$ cat config.mk
export PLATFORM = sky130hd
export DESIGN_NAME = kvs_ram
export DESIGN_NICKNAME = d
export VERILOG_FILES = /design/src/sv/kvs_ram.sv
export SDC_FILE = /design/constraint.sdc
export NUM_CORES = 2
export LEC_CHECK = 0
export BUFFER_PORTS_ARGS = -buffer_cell sky130_fd_sc_hd__buf_2
export CAP_MARGIN = 0
export CORE_UTILIZATION = 55
export CTS_CLUSTER_SIZE = 16
export DETAILED_ROUTE_END_ITERATION = 8
export GPL_TIMING_DRIVEN = 0
export MAX_ROUTING_LAYER = met4
export PLACE_DENSITY_LB_ADDON = 0.08
export SLEW_MARGIN = 15
export SYNTH_ARGS = -nofsm -noshare
export SYNTH_HDL_FRONTEND = slang
export SYNTH_SLANG_ARGS = --single-unit
$ cat constraint.sdc
create_clock -name clk -period 6.78 [get_ports clk]
set_input_delay 0.339 -clock clk [delete_from_list [all_inputs] [get_ports clk]]
set_output_delay 0.339 -clock clk [all_outputs]
set_load 0.02 [all_outputs]
$ cat src/sv/kvs_ram.sv
// kvs_ram: generic single-write, single-read synchronous ram
// registered read; no dependencies

module kvs_ram #(
  parameter int WIDTH = 32,
  parameter int DEPTH = 64
) (
  input  logic                     clk,
  input  logic                     we,
  input  logic [$clog2(DEPTH)-1:0] waddr,
  input  logic [WIDTH-1:0]         wdata,
  input  logic [$clog2(DEPTH)-1:0] raddr,
  output logic [WIDTH-1:0]         rdata
);

  logic [WIDTH-1:0] mem [DEPTH];

  always_ff @(posedge clk) begin
    if (we) begin
      mem[waddr] <= wdata;
    end
    rdata <= mem[raddr];
  end

endmodule

=== Word level (Yosys, flattened, before mapping) ===
Memory sizes are Yosys's and may differ from the RTL's. A register that Yosys moved wholly into a read port is not among the register bits.
Index checks and enable logic that the tools add are counted.

* Muxes and demuxes: 2

{| class="wikitable"
|+ Operators with widths
! operator !! count
|-
| $mux W1 || 2
|}

* Register bits: 0
* Bits in writable memories: 2048
* Bits of input ports: 46
* Output and inout port bits: 32
* Memories: 1

{| class="wikitable"
|+ Memories
! memory !! words !! width !! read ports !! clocked after memory_dff !! write ports !! RTL line !! RTL
|-
| mem || 64 || 32 || 1 || 1 || 1 || 16 || <nowiki>logic [WIDTH-1:0] mem [DEPTH];</nowiki>
|}

=== Longest topological paths before layout ===
* Word-level depth: 2
* Mapped depth: 10
* Mapped depth without buffers: 5

=== Worst setup path after synthesis ===
No wires, ideal clock.

* Path kind: input to register
* Start point: in waddr[3]
* End point: mem mem[48][0], enable pin
* Setup time: 0.461 ns
* Arrival: 3.038 ns
* Data required time: 6.319 ns
* Path slack: 3.281 ns
* Cell stages on the path: 4
* Buffers on the path: 1
* Cells stage by stage: clkbuf_1 -> nor2b_1 -> nand4b_1 -> nor3_1

{| class="wikitable"
|+ RTL lines
! element !! RTL line !! RTL
|-
| start: declaration || 10 || <nowiki>input logic [$clog2(DEPTH)-1:0] waddr,</nowiki>
|-
| end: declaration || 16 ||
|}

Straight into the memory's write port.

==> flow_metrics.tcl <==
set metrics [dict create \
    outcome "finished clean" \
    critical_path.max_fanout 10 \
    worst_pin_slew_ps 1285 \
    min_path_type "input pin to register" \
    yosysTopAreaCellShare_pct 78.33 \
    die_width_um 379.8 \
    final_layout_size_suffix_gt1_share_pct 29.83 \
    relative_slew_slack_pct 14.32 \
    comb_power_share_pct 5.8 \
    detail_route.drc_violations 0 \
    worstPathRequired_ps 7460 \
    drtIter0Drc 6026 \
    worst_skew_pair.late_latency_ps 840 \
    tritoncts_clock_tree "done" \
    via_count 39170 \
    synth_warnings 0 \
    period_needed_ps 4217 \
    drt_pass1_iterations 9 \
    critPathLaunchType "input pin" \
    maxCapViolations 0 \
    die_h_um 379.8 \
    fin_tns_setup_ps 0 \
    clock_path_buffers 3 \
    grt_start_max_net_pins 65 \
    core_region_area_um2 141600 \
    routed_wirelength_mm 232.2 \
    critPathKind "input pin to register" \
    post_synth_most_frequent_cells "edfxtp_1 (2048), mux4_2 (544), nor2_1 (137), mux2i_1 (93), o22ai_1 (84)" \
    finalHoldViolations 0 \
    cts_post_setup_buffers_inserted 0 \
    gr-usage-all-layers_pct 33.64 \
    fin_crit_sh_pct 62.20 \
    vdd_ir_drop_max_uv 247.4 \
    finalMaxSlewViolations 0 \
    power_density_nw_per_um2 294.7 \
    syn_to_final_growth_pct 14.87 \
    grt_pass1_wl_mm 314.6 \
    sequentialPowerShare_pct 53.7 \
    post_cts_resized 0 \
    first_global_vias 38240 \
    port_buffers 69 \
    vias_per_cell 6.803 \
    postSynthAreaPerCell_um2 23.62 \
    p_leak_nw 28.15 \
    clkSlewWorstSetupHoldPaths_ps 60 \
    worst-endpoint-arrival_ps 4900 \
    antenna_left 0 \
    finalPower_mw 26.58 \
    synthDistinctLibCells 34 \
    avgRoutedWirePerCell_um 40.33 \
    final.fill_count 9325 \
    grt_setup_unrepaired "no" \
    worst_clock_skew_ps 31.55 \
    fmaxAchievable_ghz 0.2371 \
    overflow 0 \
    endpoint_kind "register" \
    cell_internal_power_mw 20.82 \
    syn_nets 3370 \
    clock_power_share_pct 40.5 \
    power.switching_mw 5.768 \
    place_hpwl_mm 148.6 \
    initial_utilization_pct 55.45 \
    yosys.area.top_type "edfxtp_1" \
    std_cell_rows 138 \
    report.final.setup_viol 0 \
    floorplan.die_area_um2 144300 \
    synth-edff-count 2048 \
    post-synth-top-count-cell "edfxtp_1" \
    cts_root_buf "clkbuf_16" \
    detailedPlace.worstSlack_ps 2041 \
    cts_hold_buffers 0 \
    clock_tree.htree_level_count 4 \
    numClockSinks 2080 \
    postLayoutSetupSlackWorst_ps 2563 \
    initial_antenna_violation_count 17 \
    synth-seq-area-share_pct 79.14 \
    fin_nets 3746 \
    asyncSetResetFlopFracSynth_pct 0 \
    gp_congestion 0.9523 \
    sw_frac_of_total_pct 21.70 \
    cts_inserted_buffers 202 \
    synth.ff_latch_count 2080 \
    top_area_cells_in_the_synthesized_netlist "edfxtp_1 (78%), mux4_2 (16%), mux2i_1 (1.2%)" \
    io-pin-count 78 \
    synth.cell_area_um2 78520 \
    post_synth_inst_count 3324 \
    synth_ff_type "edfxtp_1" \
]
-- final timing paths --
check	startpoint	to	slack, ps	cells after the start
setup / recovery	raddr[1]	rdata[15]$_DFF_P_	2560	9
hold / removal	wdata[27]	mem[2][27]$_DFFE_PP_	90	1
setup reg to reg	mem[31][13]$_DFFE_PP_	rdata[13]$_DFF_P_	3900	4
hold reg to reg	mem[12][4]$_DFFE_PP_	rdata[4]$_DFF_P_	980	4
-- power groups by stage --
stage / sequential (mW) / combinational (mW) / clock, mW
after floorplan: 14.6 / 0.692 / 0
after global placement: 14.5 / 1.44 / 0
after detailed placement: 14.5 / 1.50 / 0
after CTS: 14.3 / 1.51 / 10.8
after global routing: 14.3 / 1.57 / 11.3
final: 14.3 / 1.53 / 10.8
-- layout by cell type (no fill, tap or decap), types with 8 or more instances in the layout --
master | netlist | routed
bufinv_16 | 0 | 13
nor2b_1 | 15 | 15
buf_16 | 0 | 26
mux4_2 | 544 | 544
edfxtp_1 | 2048 | 2048
a22oi_1 | 12 | 12
a311oi_1 | 8 | 8
diode_2 | 0 | 9
buf_4 | 25 | 57
o221ai_1 | 27 | 27
nand2_1 | 26 | 26
clkinv_1 | 0 | 51
o22ai_1 | 84 | 84
buf_1 | 21 | 19
nor2_4 | 0 | 62
nand2b_1 | 8 | 8
clkinv_2 | 0 | 37
buf_2 | 57 | 102
buf_12 | 0 | 65
nor2_1 | 137 | 75
clkbuf_2 | 0 | 10
clkbuf_1 | 74 | 107
clkbuf_16 | 0 | 209
dfxtp_1 | 32 | 32
a21oi_1 | 62 | 62
buf_6 | 5 | 9
mux2i_1 | 93 | 93
-- layout make-up --
| type | instances | area [um2] | share of cell area (%) |
|---|---|---|---|
| sequential | 2080 | 62140 | 68.90 |
| tap | 1890 | 2365 | 2.622 |
| multi-input combinational | 1062 | 15970 | 17.70 |
| timing repair buffer | 172 | 2542 | 2.819 |
| clock inverter | 111 | 867.1 | 0.9614 |
| buffer | 182 | 900.9 | 0.9988 |
| clock buffer | 252 | 5391 | 5.978 |
| antenna | 9 | 22.52 | 0.02497 |
-- critical path: stages --
cell and delay [ps]:
buf_2 410, buf_2 460, buf_2 390, buf_1 870, nand3b_1 720, o221ai_1 560
a21oi_1 250, a21oi_1 680, nor2_1 170
-- stage by stage --
stage          util [%]  hold WS [ps]  cell area (um2)  instances
4_1_cts           63.63         106.4            90100       5747
3_3_place_gp      57.37         756.6            81230       5283
3_5_place_dp      59.21         754.9            83840       5384
2_1_floorplan         -         437.9            78520       3324
6_report          63.70         85.19            90190       5758
5_1_grt           63.70         91.29            90190       5757
-- layer usage --
layer | wire length, um | global-route usage (%) | vias to the layer above
li1 | - | - | 15050
met1 | 85180 | 44.60 | 21020
met2 | 110000 | 50.72 | 2663
met3 | 26350 | 8.399 | 436
met4 | 10740 | 13.28 | 0
met5 | 0 | - | -
-- cell families after synthesis --
group / share of synthesized area, %
buf+inv: 1.128
flops: 79.14
simple gates: 1.265
mux: 16.79
compound gates: 1.673
-- sequential cells by signal, summed over array words and instances (netlist names) --
register	flops
mem	2048
rdata	32
No activity file was read; power rests on OpenSTA's default activity.
