$ cat config.mk
export PLATFORM = sky130hd
export DESIGN_NAME = kvs_lerp
export DESIGN_NICKNAME = d
export VERILOG_FILES = /design/src/sv/kvs_pkg.sv /design/src/sv/kvs_lerp.sv
export SDC_FILE = /design/constraint.sdc
export NUM_CORES = 2
export LEC_CHECK = 0
export ABC_AREA = 1
export BUFFER_PORTS_ARGS = -buffer_cell sky130_fd_sc_hd__buf_4
export CAP_MARGIN = 20
export CORE_ASPECT_RATIO = 1.25
export CORE_UTILIZATION = 45
export CTS_CLUSTER_DIAMETER = 80
export DETAILED_ROUTE_END_ITERATION = 7
export MAX_ROUTING_LAYER = met4
export SLEW_MARGIN = 0
export SYNTH_ARGS = -nofsm -noshare
export SYNTH_HDL_FRONTEND = slang
export SYNTH_SLANG_ARGS = --single-unit
$ cat constraint.sdc
create_clock -name clk -period 8.6 [get_ports clk]
set_input_delay 0.43 -clock clk [delete_from_list [all_inputs] [get_ports clk]]
set_output_delay 0.43 -clock clk [all_outputs]
set_load 0.03 [all_outputs]
$ cat src/sv/kvs_pkg.sv
// kvs_pkg: shared constants, types and codes for the keyframe vec3 sampler
// no dependencies; imported by kvs_frac_div, kvs_lerp and the top module

package kvs_pkg;

  localparam int MAX_KEYS      = 64;
  localparam int FRACTION_BITS = 16;
  localparam int KEY_IDX_W     = $clog2(MAX_KEYS);
  localparam int KEY_CNT_W     = 7;
  localparam int SLOT_W        = 6;
  localparam int TIME_W        = 32;
  localparam int VAL_W         = 32;
  localparam int VEC_W         = 3 * VAL_W;
  // fraction runs 0 .. 2^FRACTION_BITS inclusive
  localparam int FRAC_W        = FRACTION_BITS + 1;
  localparam int IN_DATA_W     = 168;
  localparam int OUT_DATA_W    = 96;

  // item kinds carried in s_tuser
  localparam logic OP_WRITE  = 1'b0;
  localparam logic OP_SAMPLE = 1'b1;

  typedef logic [1:0] comp_t;
  localparam comp_t COMP_X = 2'd0;
  localparam comp_t COMP_Y = 2'd1;
  localparam comp_t COMP_Z = 2'd2;

  typedef struct packed {
    logic  valid;
    comp_t comp;
  } lerp_ctl_t;

  typedef enum logic [3:0] {
    S_IDLE,
    S_CHK_FIRST,
    S_CHK_LAST,
    S_SCAN,
    S_VAL_A,
    S_VAL_B,
    S_DIV_WAIT,
    S_LERP,
    S_LERP_WAIT,
    S_HOLD_RD,
    S_EMIT
  } kvs_state_t;

endpackage

$ cat src/sv/kvs_lerp.sv
// kvs_lerp: two-stage blend a + floor((b - a) * f / 2^FRACTION_BITS)
// one component per cycle, tagged; depends on kvs_pkg

module kvs_lerp import kvs_pkg::*; (
  input  logic                    clk,
  input  logic                    rst,
  input  lerp_ctl_t               in_ctl,
  input  logic signed [VAL_W-1:0] a,
  input  logic signed [VAL_W-1:0] b,
  input  logic [FRAC_W-1:0]       frac,
  output lerp_ctl_t               out_ctl,
  output logic [VAL_W-1:0]        res
);

  localparam int PROD_W = VAL_W + 1 + FRAC_W + 1;

  lerp_ctl_t                mid_ctl;
  logic signed [VAL_W:0]    diff;
  logic signed [PROD_W-1:0] prod_next;
  logic signed [PROD_W-1:0] prod;
  logic signed [PROD_W-1:0] prod_sh;
  logic [VAL_W-1:0]         a_r;

  always_comb begin
    diff      = $signed({b[VAL_W-1], b}) - $signed({a[VAL_W-1], a});
    prod_next = diff * $signed({1'b0, frac});
    // arithmetic shift is the floor of the scaled product
    prod_sh   = prod >>> FRACTION_BITS;
  end

  always_ff @(posedge clk) begin
    if (rst) begin
      mid_ctl <= '0;
      out_ctl <= '0;
    end else begin
      mid_ctl <= in_ctl;
      out_ctl <= mid_ctl;
    end
  end

  always_ff @(posedge clk) begin
    prod <= prod_next;
    a_r  <= a;
    // result lies between a and b, so 32 bits hold it
    res  <= a_r + prod_sh[VAL_W-1:0];
  end

endmodule

======== After elaboration in Yosys (flattened, before gate mapping) ========
Index checks and enable logic that the tools add are counted.
word-level totals
  register bits ........................... 118
  latch bits .............................. 0
  RAM bits ................................ 0
  ROM bits ................................ 0
  input bits .............................. 86
  output and inout bits ................... 35
  logic and storage cells ................. 10
  memories ................................ 0
operators by class
  add/sub/neg operators ................... 2
  $mul .................................... 1
  divide/modulo/power cells ............... 0
  order comparisons ....................... 0
  equal/unequal tests ..................... 0
  shift-type cells ........................ 0
  mux-type cells .......................... 0
  bitwise operators ....................... 0
  reduce and logical (&&, ||, !) cells .... 0
operator list
  kind            count
  $mul 33x18->48  1
  $sub 32x32->33  1
  $add 32x32->32  1

======== Longest topological paths before layout ========
  word-level depth ........................ 2
  gate-level depth with buffers ........... 41
  depth with buffers taken out ............ 40

======== Worst setup path before layout ========
Ideal clock, no wire load.
  path kind ............................... in2reg
  start ................................... input port b[0]
  end ..................................... register prod[44]
  setup time .............................. 0.072 ns
  arrival ................................. 6.901 ns
  data required time ...................... 8.528 ns
  slack ................................... 1.627 ns
  stages on the path ...................... 33
  buffers on the path ..................... 1
  cell sequence ........................... inv_1 > ha_1 > fa_1 > inv_1 > nand2_1 > nand2_1 > nand3_1 > nand2_1 > nand2_1 > nand2_1 > nand2_1 > nand3_1 > nand2_2 > buf_2 > nor2_1 > inv_1 > fa_1 > fa_1 > inv_1 > fa_1 > fa_1 > fa_1 > inv_1 > fa_1 > inv_1 > ha_1 > nand2_1 > nor2_1 > inv_1 > nor4_1 > nand3_1 > nand3_1 > xor2_1
on the way
  word-level cells in the longest chain between the ends .. 2
RTL lines
  item                    line            source
  start: declaration      kvs_lerp.sv:9   input logic signed [VAL_W-1:0] b,
  $sub 32x32->33          kvs_lerp.sv:25  diff = $signed({b[VAL_W-1], b}) - $signed({a[VAL_W-1], a});
  $mul 33x18->48          kvs_lerp.sv:26  prod_next = diff * $signed({1'b0, frac});
  via prod_next[44]       kvs_lerp.sv:19  logic signed [PROD_W-1:0] prod_next;
  end signal: assignment  kvs_lerp.sv:42  prod <= prod_next;
  end: declaration        kvs_lerp.sv:20  logic signed [PROD_W-1:0] prod;
The timed path passes the listed nets, and every way through them passes these cells.
A chain may end at the register's enable or synchronous reset.

======== Worst setup path after layout ========
  start ................................... input port a[0]
  end ..................................... register prod[43]
on the way
  word-level cells in the longest chain between the ends .. 2
RTL lines
  item                line            source
  start: declaration  kvs_lerp.sv:8   input logic signed [VAL_W-1:0] a,
  $sub 32x32->33      kvs_lerp.sv:25
  $mul 33x18->48      kvs_lerp.sv:26
  via prod_next[43]   kvs_lerp.sv:19
The timed path passes the listed nets, and every way through them passes these cells.

==> flow_metrics.py <==
metrics = {
    "route": {
        "antenna_left": 0,
        "routed_wl_um": 82900,
        "num_vias": 21200,
        "first_pass_iters": 6,
        "drtIter0Drc": 1511,
        "wl_per_cell_um": 20.3,
        "drc_errors": 0,
        "vias_per_cell": 5.21,
    },
    "clock_tree": {
        "cts.sinks": 102,
        "cts_tree": "done",
        "cts_buffer_depth": 2,
        "clock_latency_ns": 0.37,
        "cts_max_level": 3,
        "numCtsBuffers": 9,
        "postCtsHoldBufs": 0,
        "root_buffer": "clkbuf_16",
        "clk_pin_slew_ns": 0.08,
    },
    "synth": {
        "muxShareOfSynthArea": 0,
        "ys_warn_count": 0,
        "ys_seq_area_frac": 0.0819,
        "synth_top_area_frac": 0.414,
        "synth_simple_gate_area_share": 0.189,
        "synthAdderAreaFrac": 0.501,
        "ys_ff_latch": 102,
        "synth_top_area_cell": "fa_1",
        "synth_top_family_by_area": "adder cells",
        "synthCells": 3192,
        "syn_nets": 3967,
        "syn_area_um2": 24900,
        "syn_area_per_cell_um2": 7.81,
        "ys_top_cells_by_area": "fa_1, inv_1, ha_1, dfxtp_1, nand2_1",
        "synth_cell_types": 48,
        "synthXorXnorAreaFrac": 0.0297,
        "synth-compound-area-share": 0.0585,
    },
    "placement": {
        "place_congestion": 1.00,
        "dp_hpwl_um": 71700,
        "io_buffers": 120,
    },
    "critical_path": {
        "crit_fanout": 10,
        "ff2ff_path_depth": 11,
        "path_class": "input port to flip-flop",
        "cp.buffers_inverters": 9,
        "arrival_ns": 8.46,
        "cp_top_family": "adder cells",
        "cp_num_cells": 36,
        "setup.worst_path.end_class": "flip-flop",
        "max_stage_delay_ns": 0.68,
        "cp.required_ns": 8.86,
        "start_kind": "input port",
        "slowest_stage": "xor2_2",
    },
    "sta": {
        "clock_skew_ns": 0.0139,
        "worstMarginPinSlew_ns": 1.19,
        "fin_crit_ns": 8.19,
        "grt_setup_unrepaired": "false",
        "finalHoldViolCount": 0,
        "max_freq_ghz": 0.122,
        "setup_viol": 0,
        "min_period_over_period": 0.953,
        "fin_tns_setup_ns": 0,
        "max_slew_margin": 0.205,
        "maxSlewViolCount": 0,
    },
    "global_route": {
        "grt_max_degree": 31,
        "grt_usage": 0.315,
        "grt_pass1_vias": 23000,
        "antenna_found_initial": 1,
        "grt_pass1_wl_um": 129000,
        "grt-ovfl-total": 0,
    },
    "finish": {
        "fin_util": 0.500,
        "final_nets": 4110,
        "area_growth_pct": 9.85,
        "drive_gt1_frac": 0.0811,
    },
    "run_status": {
        "outcome": "completed",
    },
    "die": {
        "dieArea_um2": 56400,
        "die_w_um": 213,
        "die_y_um": 265,
        "coreArea_um2": 54800,
        "start_util": 0.455,
        "core.rowCount": 96,
        "io_pins": 121,
    },
    "flow_run": {
        "max-cap-violations": 0,
    },
    "min_path": {
        "hp-class": "input port to flip-flop",
        "hold_depth": 1,
    },
}
-- cells in the final DEF (no fill, tap or decap), types with 4 or more instances in the layout --
| cell type | Yosys | routed |
|---|---|---|
| nor2_1 | 444 | 444 |
| o21bai_1 | 15 | 15 |
| nand2_2 | 10 | 10 |
| buf_4 | 3 | 212 |
| o211ai_1 | 4 | 4 |
| o21ai_0 | 50 | 50 |
| a21boi_0 | 7 | 7 |
| a31oi_1 | 15 | 15 |
| or2_2 | 17 | 17 |
| xor2_1 | 52 | 52 |
| nand4_1 | 9 | 9 |
| o21ai_1 | 7 | 7 |
| xnor2_1 | 27 | 27 |
| nand3_1 | 144 | 144 |
| nand2_1 | 494 | 494 |
| a21o_1 | 19 | 19 |
| clkbuf_16 | 0 | 9 |
| nand2_4 | 5 | 5 |
| nor3_1 | 11 | 11 |
| inv_1 | 833 | 833 |
| a21oi_1 | 103 | 103 |
| dfxtp_1 | 102 | 102 |
| or2_1 | 9 | 9 |
| a211oi_1 | 5 | 5 |
| fa_1 | 516 | 515 |
| ha_1 | 173 | 173 |
| nor4_1 | 5 | 5 |
| clkinv_1 | 4 | 4 |
-- routing by layer --
layer	GRT usage	part of all wire
met3	0.0328	0.066
met5	-	0
met2	0.529	0.49
met4	0.126	0.046
met1	0.387	0.40
-- registers in the layout, indices dropped and copies added, names as in the netlist --
name and cells:
prod 32, res 32, out_ctl 3, mid_ctl 3, a_r 32
-- logic make-up (layout without fill, tap and decap cells) --
| kind of cell | Yosys count | count (layout) |
|---|---|---|
| AO/OA/AOI/OAI | 247 | 247 |
| AND/OR/NAND/NOR | 1154 | 1154 |
| adder cells (fa/ha/maj) | 689 | 689 |
| buffers and inverters | 918 | 1066 |
| other | 0 | 1 |
| XOR/XNOR | 82 | 82 |
| flip-flops | 102 | 102 |
-- cell usage after synthesis (all sizes together) --
| cell | n |
|---|---|
| ha | 173 |
| a221oi | 2 |
| a211oi | 5 |
| a31oi | 16 |
| a21oi | 106 |
| nand3b | 2 |
| buf | 18 |
| and3 | 2 |
| o21a | 3 |
| o31a | 1 |
| o31ai | 3 |
| or2 | 26 |
| nand3 | 144 |
| o21ai | 57 |
| inv | 834 |
| nand4 | 9 |
| a21boi | 9 |
| o21bai | 15 |
| a21o | 19 |
| fa | 516 |
| nor4 | 5 |
| o221ai | 3 |
| xor2 | 54 |
| o211a | 2 |
| dfxtp | 102 |
| nand2 | 509 |
| clkbuf | 62 |
| nor2 | 445 |
| o211ai | 4 |
| o2111ai | 2 |
| nor3b | 1 |
| xnor2 | 28 |
| clkinv | 4 |
| nor3 | 11 |
-- final timing paths --
| check | startpoint | end | slack, ns |
|---|---|---|---|
| setup / recovery | a[0] | prod[43] | 0.41 |
| hold / removal | a[20] | a_r[20] | 0.17 |
| setup reg to reg | prod[16] | res[28] | 5.81 |
| hold reg to reg | mid_ctl[1] | out_ctl[1] | 0.41 |
-- stage by stage --
step                      setup WS [ns]  hold slack (ns)  instances  area, µm²
after floorplan                    1.63            0.388       3192      24900
after global placement           0.0436            0.391       4059      27100
after detailed placement         0.0431            0.400       4059      27100
after CTS                         0.436            0.149       4075      27400
after global routing             0.0169            0.156       4076      27400
final                             0.408            0.166       4076      27400
-- what timing repair did --
item,4_1_cts,5_1_grt
endpoints found under the setup margin,0,1
gates resized for setup,0,1
buffers inserted,0,0
-- cell type report --
class,count,area (µm²)
clock buffer,9,225
fill,5562,27400
sequential,102,2040
antenna,1,2.50
timing repair buffer,212,1590
tap,735,920
multi-input combinational,2172,19400
inverter,838,3150
clock inverter,7,65.1
Power is left out: the tool's default activity adds up to more than one toggle a clock period on the data nets, which glitch-free logic cannot reach.
