==> src/sv/kvs_pkg.sv <==
// kvs_pkg: shared constants, types and codes for the keyframe vec3 sampler
// no dependencies; imported by kvs_frac_div, kvs_lerp and the top module

package kvs_pkg;

  localparam int MAX_KEYS      = 64;
  localparam int FRACTION_BITS = 16;
  localparam int KEY_IDX_W     = $clog2(MAX_KEYS);
  localparam int KEY_CNT_W     = 7;
  localparam int SLOT_W        = 6;
  localparam int TIME_W        = 32;
  localparam int VAL_W         = 32;
  localparam int VEC_W         = 3 * VAL_W;
  // fraction runs 0 .. 2^FRACTION_BITS inclusive
  localparam int FRAC_W        = FRACTION_BITS + 1;
  localparam int IN_DATA_W     = 168;
  localparam int OUT_DATA_W    = 96;

  // item kinds carried in s_tuser
  localparam logic OP_WRITE  = 1'b0;
  localparam logic OP_SAMPLE = 1'b1;

  typedef logic [1:0] comp_t;
  localparam comp_t COMP_X = 2'd0;
  localparam comp_t COMP_Y = 2'd1;
  localparam comp_t COMP_Z = 2'd2;

  typedef struct packed {
    logic  valid;
    comp_t comp;
  } lerp_ctl_t;

  typedef enum logic [3:0] {
    S_IDLE,
    S_CHK_FIRST,
    S_CHK_LAST,
    S_SCAN,
    S_VAL_A,
    S_VAL_B,
    S_DIV_WAIT,
    S_LERP,
    S_LERP_WAIT,
    S_HOLD_RD,
    S_EMIT
  } kvs_state_t;

endpackage

==> src/sv/kvs_frac_div.sv <==
// kvs_frac_div: serial restoring divider for the segment fraction
// one quotient bit a cycle; depends on kvs_pkg

module kvs_frac_div import kvs_pkg::*; (
  input  logic              clk,
  input  logic              rst,
  input  logic              start,
  input  logic [TIME_W-1:0] num,
  input  logic [TIME_W-1:0] den,
  output logic              done,
  output logic [FRAC_W-1:0] frac
);

  localparam int CNT_W = $clog2(FRAC_W + 1);

  logic              busy;
  logic [CNT_W-1:0]  cnt;
  logic [TIME_W:0]   rem;
  logic [TIME_W:0]   rem_sub;
  logic [TIME_W:0]   rem_next;
  logic [TIME_W-1:0] den_r;
  logic [FRAC_W-1:0] quot;
  logic              den_zero;
  logic              ge;

  always_comb begin
    ge       = rem >= {1'b0, den_r};
    rem_sub  = ge ? rem - {1'b0, den_r} : rem;
    // remainder stays below the divisor, so the top bit drops out
    rem_next = {rem_sub[TIME_W-1:0], 1'b0};
  end

  always_ff @(posedge clk) begin
    if (rst) begin
      busy <= 1'b0;
      done <= 1'b0;
      cnt  <= '0;
    end else if (start) begin
      busy <= 1'b1;
      done <= 1'b0;
      cnt  <= CNT_W'(FRAC_W);
    end else if (busy) begin
      cnt <= cnt - 1'b1;
      if (cnt == CNT_W'(1)) begin
        busy <= 1'b0;
        done <= 1'b1;
      end
    end
  end

  always_ff @(posedge clk) begin
    if (start) begin
      rem      <= {1'b0, num};
      den_r    <= den;
      quot     <= '0;
      den_zero <= (den == '0);
    end else if (busy) begin
      rem  <= rem_next;
      quot <= {quot[FRAC_W-2:0], ge};
    end
  end

  // zero-length segment gives fraction zero
  assign frac = den_zero ? '0 : quot;

endmodule

==> config.mk <==
export PLATFORM = sky130hd
export DESIGN_NAME = kvs_frac_div
export DESIGN_NICKNAME = d
export VERILOG_FILES = /design/src/sv/kvs_pkg.sv /design/src/sv/kvs_frac_div.sv
export SDC_FILE = /design/constraint.sdc
export NUM_CORES = 1
export LEC_CHECK = 0
export ABC_AREA = 0
export BUFFER_PORTS_ARGS = -buffer_cell sky130_fd_sc_hd__buf_2
export CAP_MARGIN = 30
export CORE_MARGIN = 2
export CORE_UTILIZATION = 54
export CTS_BUF_LIST = sky130_fd_sc_hd__clkbuf_8
export DETAILED_ROUTE_END_ITERATION = 8
export HOLD_SLACK_MARGIN = 0.08
export PLACE_DENSITY = 0.79
export SLEW_MARGIN = 10
export SYNTH_ARGS = -nofsm -noshare
export SYNTH_HDL_FRONTEND = slang
export SYNTH_SLANG_ARGS = --single-unit
==> constraint.sdc <==
create_clock -name clk -period 3.06 [get_ports clk]
set_clock_uncertainty 0.2 [all_clocks]
set_input_delay 0.459 -clock clk [delete_from_list [all_inputs] [get_ports clk]]
set_output_delay 0.459 -clock clk [all_outputs]
set_load 0.03 [all_outputs]
* Word level (Yosys, flattened, before mapping) *
Index checks and enable logic that the tools add are counted.

storage, ports and cells
  memories = 0
  RAM bits = 0
  ROM bits = 0
  register bits = 90
  input bits = 67
  logic and storage cells = 26
  output and inout port bits = 18
  latch bits = 0

operators by class
  multiplexer cells = 9
  add/sub/neg operators = 2
  reduce and logical (&&, ||, !) cells = 4
  shift operators = 0
  equal/unequal tests = 1
  magnitude comparators = 1
  divide/modulo/power cells = 0
  bitwise operators = 0
  multiply operators = 0

operator list
  kind                                                 count
  two-way mux 32 bit                                   3
  greater-or-equal comparator 33 x 32 -> 1 bit         1
  zero test 32 bit                                     1
  subtractor 32 bit                                    1
  two-way mux 17 bit                                   1
  two-way mux 5 bit                                    2
  equality test 5 x 1 -> 1 bit, second input constant  1
  subtractor 5 x 1 -> 5 bit, second input constant     1
  two-way mux 1 bit                                    3
  AND reduction 2 bit                                  1
  nonzero test 2 bit                                   1
  OR reduction 2 bit                                   1

* Depth between registers and ports, before layout *
  depth in word-level cells = 4
  depth in mapped cells = 13
  mapped depth without buffers = 12

* Worst setup path after synthesis *
OpenSTA, ideal clock, no wires.

  kind = reg2reg
  start = register rem[4]
  end = register rem[10], data pin
  stages on the path, launching flop included = 11
  data required time = 2.600 ns
  data arrival time = 2.704 ns
  buffers on the path = 1
  slack = -0.104 ns
  library setup time = 0.260 ns
  period minus slack after synthesis = 3.164 ns
  cells stage by stage = edfxtp_1 > ha_1 > a21o_1 > a211oi_1 > a2111o_1 > o31ai_4 > nand4_2 > nand2b_4 > buf_6 > mux2_4 > mux2_2

on the way
  cells in the longest elaborated chain, start to end = 4
  elaborated cells between the ends (all ways) = 5
  classes of those cells = add/sub (1); order compare (1); mux (3)

ends and longest elaborated chain
  element                                                                            line                                    text
  start: declaration                                                                 kvs_frac_div.sv:18                      logic [TIME_W:0] rem;
  start signal: assignment                                                           kvs_frac_div.sv:53                      rem <= {1'b0, num};
  start signal: assignment                                                           kvs_frac_div.sv:58                      rem <= rem_next;
  subtractor 32 bit or greater-or-equal comparator 33 x 32 -> 1 bit (tied branches)  kvs_frac_div.sv:28, kvs_frac_div.sv:27
  two-way mux 32 bit *                                                               kvs_frac_div.sv:28                      rem_sub = ge ? rem - {1'b0, den_r} : rem;
  two-way mux 32 bit *                                                               kvs_frac_div.sv:57                      end else if (busy) begin
  two-way mux 32 bit *                                                               kvs_frac_div.sv:52                      if (start) begin

Mark *: on every way between the ends. The rest lies on a longest branch, timed or not. The select of a mux whose other input is x is not followed.
A chain may end at the register's enable or synchronous reset.

* Worst setup path after layout *
  start = register rem[0]
  end = register rem[25], data pin

The elaborated chain is that of the path after synthesis.

==> flow_summary.toml <==
[global_route]
grt_pass1_wl_um = 25200
antenna_found_initial = 0
grtUsageTotal = 0.280
grt_max_degree = 113
grt_pass1_vias = 5272
globalRoute.totalOverflow = 0

[clock_network]
htreeDepth = 3
cts_buffers = 9
cts_buffer_depth = 2
cts.sinks = 90
cts_tree = "done"
clk_pin_slew_worst_paths_ps = 110
worstSkewPairLatency_ps = 390
clock-root-buffer = "clkbuf_8"

[worst_setup_path]
regToRegStartpoint = "rem[0]"
worst_setup_path_start_kind = "flip-flop"
cp.required_ps = 3010
crit_path_end_kind = "flip-flop"
worstPathArrival_ps = 3230
startpoint = "rem[0]"
r2r_end = "rem[25]"
critical_path_class = "flip-flop to flip-flop"
r2r_slack_ps = -220
worst-r2r-cell-count = 13
worst-path-max-fanout = 2

[routing]
wirelength_um = 16200
dr.pass1.iters = 5
wl_per_cell_um = 18.4
drt_iter0_drc = 337
viasPerCell = 5.88
drc = 0
postRouteAntennaNets = 0
routed-via-count = 5172

[sta]
slew_headroom = 0.405
setup_ws_ps = -215
setup_tns_ps = -3060
tightest_slew_ps = 892
timing.fmax_mhz = 305
setup_violations = 27
period_needed_ps = 3280
rsz0062_at_grt = "yes"
period_share = 1.07
whs_ps = 90.6
hold_violations = 0
slew_viol_final = 0

[final_layout]
fillers = 672
area_delta_synth_final_pct = 34.4
nets = 841
diodes = 0
post-route-util = 0.751
fin_area_um2 = 7780
drive_gt1_frac = 0.360

[place]
gp_congestion = 0.953
place_area_um2 = 6750
dpl.hpwl_um = 10500
port_buffers = 84
dpl_worst_slack_ps = -358

[synthesis]
avgSynthCellArea_um2 = 10.3
synth_edf_count = 65
yosysWarnings = 0
netlist_instances = 561
syn_area_um2 = 5790
ys_ff_latch = 90
yosysUniqueCellTypes = 63
yosysSeqAreaShare = 0.423
ys_async_sr_fraction = 0
synth_fp_nets = 663
ys.flop_type = "edfxtp_1"

[floorplanning]
initial_core_util = 0.559
die_y_um = 108
rows = 37
fp.dieW_um = 108
ios = 85
dieArea_um2 = 11600
core_area_um2 = 10400

[worst_hold_path]
hp-start = "den[20]"
holdPathStages = 1
hold_path.class = "input pin to flip-flop"
hold_end = "den_r[20]"

[run]
max_cap_violations = 0

[status]
outcome = "complete, but fails checks"
violations = "negative setup slack"

[pwr]
p_per_area_nw_per_um2 = 740
peakVddDrop_uv = 380
power.static_leakage_nw = 3.33
==> stage by stage <==
step / cells / power, mW
2_1_floorplan: 561 / 3.52
3_3_place_gp: 816 / 4.22
3_5_place_dp: 816 / 4.32
4_1_cts: 872 / 5.37
5_1_grt: 880 / 6.06
6_report: 880 / 5.76
==> metal layers <==
| metal | vias up | routed length (µm) | GRT usage |
|---|---|---|---|
| li1 | 2424 | - | - |
| met3 | 65 | 863 | 0.0581 |
| met5 | - | 0 | 0 |
| met4 | 0 | 724 | 0.137 |
| met2 | 195 | 8100 | 0.465 |
| met1 | 2488 | 6520 | 0.346 |
==> layout by cell type, fill, tap and decap left out, types with 4 or more instances in the layout <==
cell / netlist / final
buf_2: 0 / 83
a21o_1: 16 / 16
a31oi_1: 5 / 4
a221o_1: 9 / 9
o21ai_1: 3 / 5
o21ai_0: 12 / 9
dfxtp_1: 25 / 25
o211ai_1: 4 / 4
a21oi_1: 37 / 24
ha_4: 0 / 9
nand2b_1: 9 / 7
clkbuf_8: 0 / 9
edfxtp_1: 65 / 65
or2_2: 4 / 4
mux2_2: 13 / 11
nor2_1: 44 / 44
dlygate4sd3_1: 0 / 31
nor2b_1: 30 / 30
nor4_1: 9 / 8
xor2_1: 13 / 12
inv_1: 40 / 38
xnor2_1: 16 / 16
mux2i_1: 20 / 18
ha_1: 34 / 24
nand2_1: 24 / 23
nand2b_4: 1 / 4
a211oi_1: 7 / 5
buf_4: 1 / 64
mux2_4: 12 / 14
nand3_1: 6 / 5
nor3_1: 11 / 9
nor3b_1: 8 / 6
nand4_1: 9 / 9
a21oi_2: 0 / 10
and2_1: 6 / 6
buf_6: 5 / 9
==> logic make-up (layout without fill, tap and decap cells) <==
logic type,count (synthesis),after routing,share of synthesized area
and+or+nand+nor,175,177,0.162
AOI/OAI and AO/OA,123,123,0.154
DFF,90,90,0.423
buffers and inverters,64,245,0.0488
muxes,45,45,0.0909
adders and majority gates,35,35,0.0769
xor gates and xnor gates,29,29,0.0438
==> Yosys cell counts, types with 2 or more instances <==
master,instances,area (µm²)
and2_1,6,37.5
o31ai_1,5,37.5
a2111oi_0,3,26.3
a21oi_1,37,185
edfxtp_1,65,1950
o21ai_1,3,15.0
xnor2_1,16,140
a21o_1,16,120
a31oi_1,5,31.3
buf_1,3,11.3
nor2b_1,30,188
dfxtp_1,25,500
o21a_1,2,15.0
nand2_1,24,90.1
ha_1,34,425
nor2_1,44,165
and3_1,3,18.8
nand4_1,9,56.3
o21ba_2,2,20.0
a211oi_1,7,52.6
clkbuf_1,14,52.6
mux2_4,12,180
nor3b_1,8,60.1
or2_2,4,25.0
inv_1,40,150
nor3_1,11,55.1
o31a_1,2,17.5
a221o_1,9,90.1
nor4b_1,4,35.0
nand3_1,6,30.0
mux2_2,13,146
o21ai_0,12,60.1
o2111a_1,2,22.5
buf_6,5,56.3
nand2b_1,9,56.3
or3_1,2,12.5
o211ai_1,4,30.0
mux2i_1,20,200
xor2_1,13,114
nor4_1,9,56.3
==> cell type report <==
cell class	count	area [µm²]	share of cell area
Timing Repair Buffer	189	1350	0.173
Multi-Input combinational cell	409	3480	0.447
Tap cell	136	170	0.0219
Sequential cell	90	2450	0.315
Inverter	40	150	0.0193
Clock buffer	9	124	0.0159
Clock inverter	7	61.3	0.00788
==> state kept, by name (all words and copies together) (netlist names) <==
signal    flops
busy          1
cnt           5
den_r        32
den_zero      1
done          1
quot         17
rem          33
==> worst max-delay path by stage <==
stage               to  depth (start not counted)
6_report       rem[25]                         13
5_1_grt        rem[25]                         13
4_1_cts        rem[25]                         13
3_5_place_dp   rem[23]                         13
3_3_place_gp   rem[23]                         13
2_1_floorplan  rem[10]                         10
==> where the power goes <==
part | total, mW | switching, mW | leakage (nW) | internal, mW
registers | 1.69 | 0.149 | 0.848 | 1.54
logic | 3.28 | 1.57 | 2.39 | 1.70
clock network | 0.794 | 0.483 | 0.0953 | 0.311
total | 5.76 | 2.20 | 3.33 | 3.56
==> critical path, cell delays in order, from the launching register on <==
cell and delay, ps:
edfxtp_1 390, inv_2 80, ha_4 130, inv_2 40
fa_2 360, a21o_1 210, a221oi_2 300, o221a_2 280
buf_6 100, nand2b_4 100, nand4_1 130, xor2_1 200
mux2_4 250, mux2_2 260
==> what timing repair did <==
item,4_1_cts,5_1_grt
resized for setup,28,53
endpoints found under the setup margin,31,32
cloned,2,0
pin swaps,17,31
hold buffers,31,0
setup buffers,7,9
endpoints found under the hold margin,31,0
(Power assumes the default switching activity.)
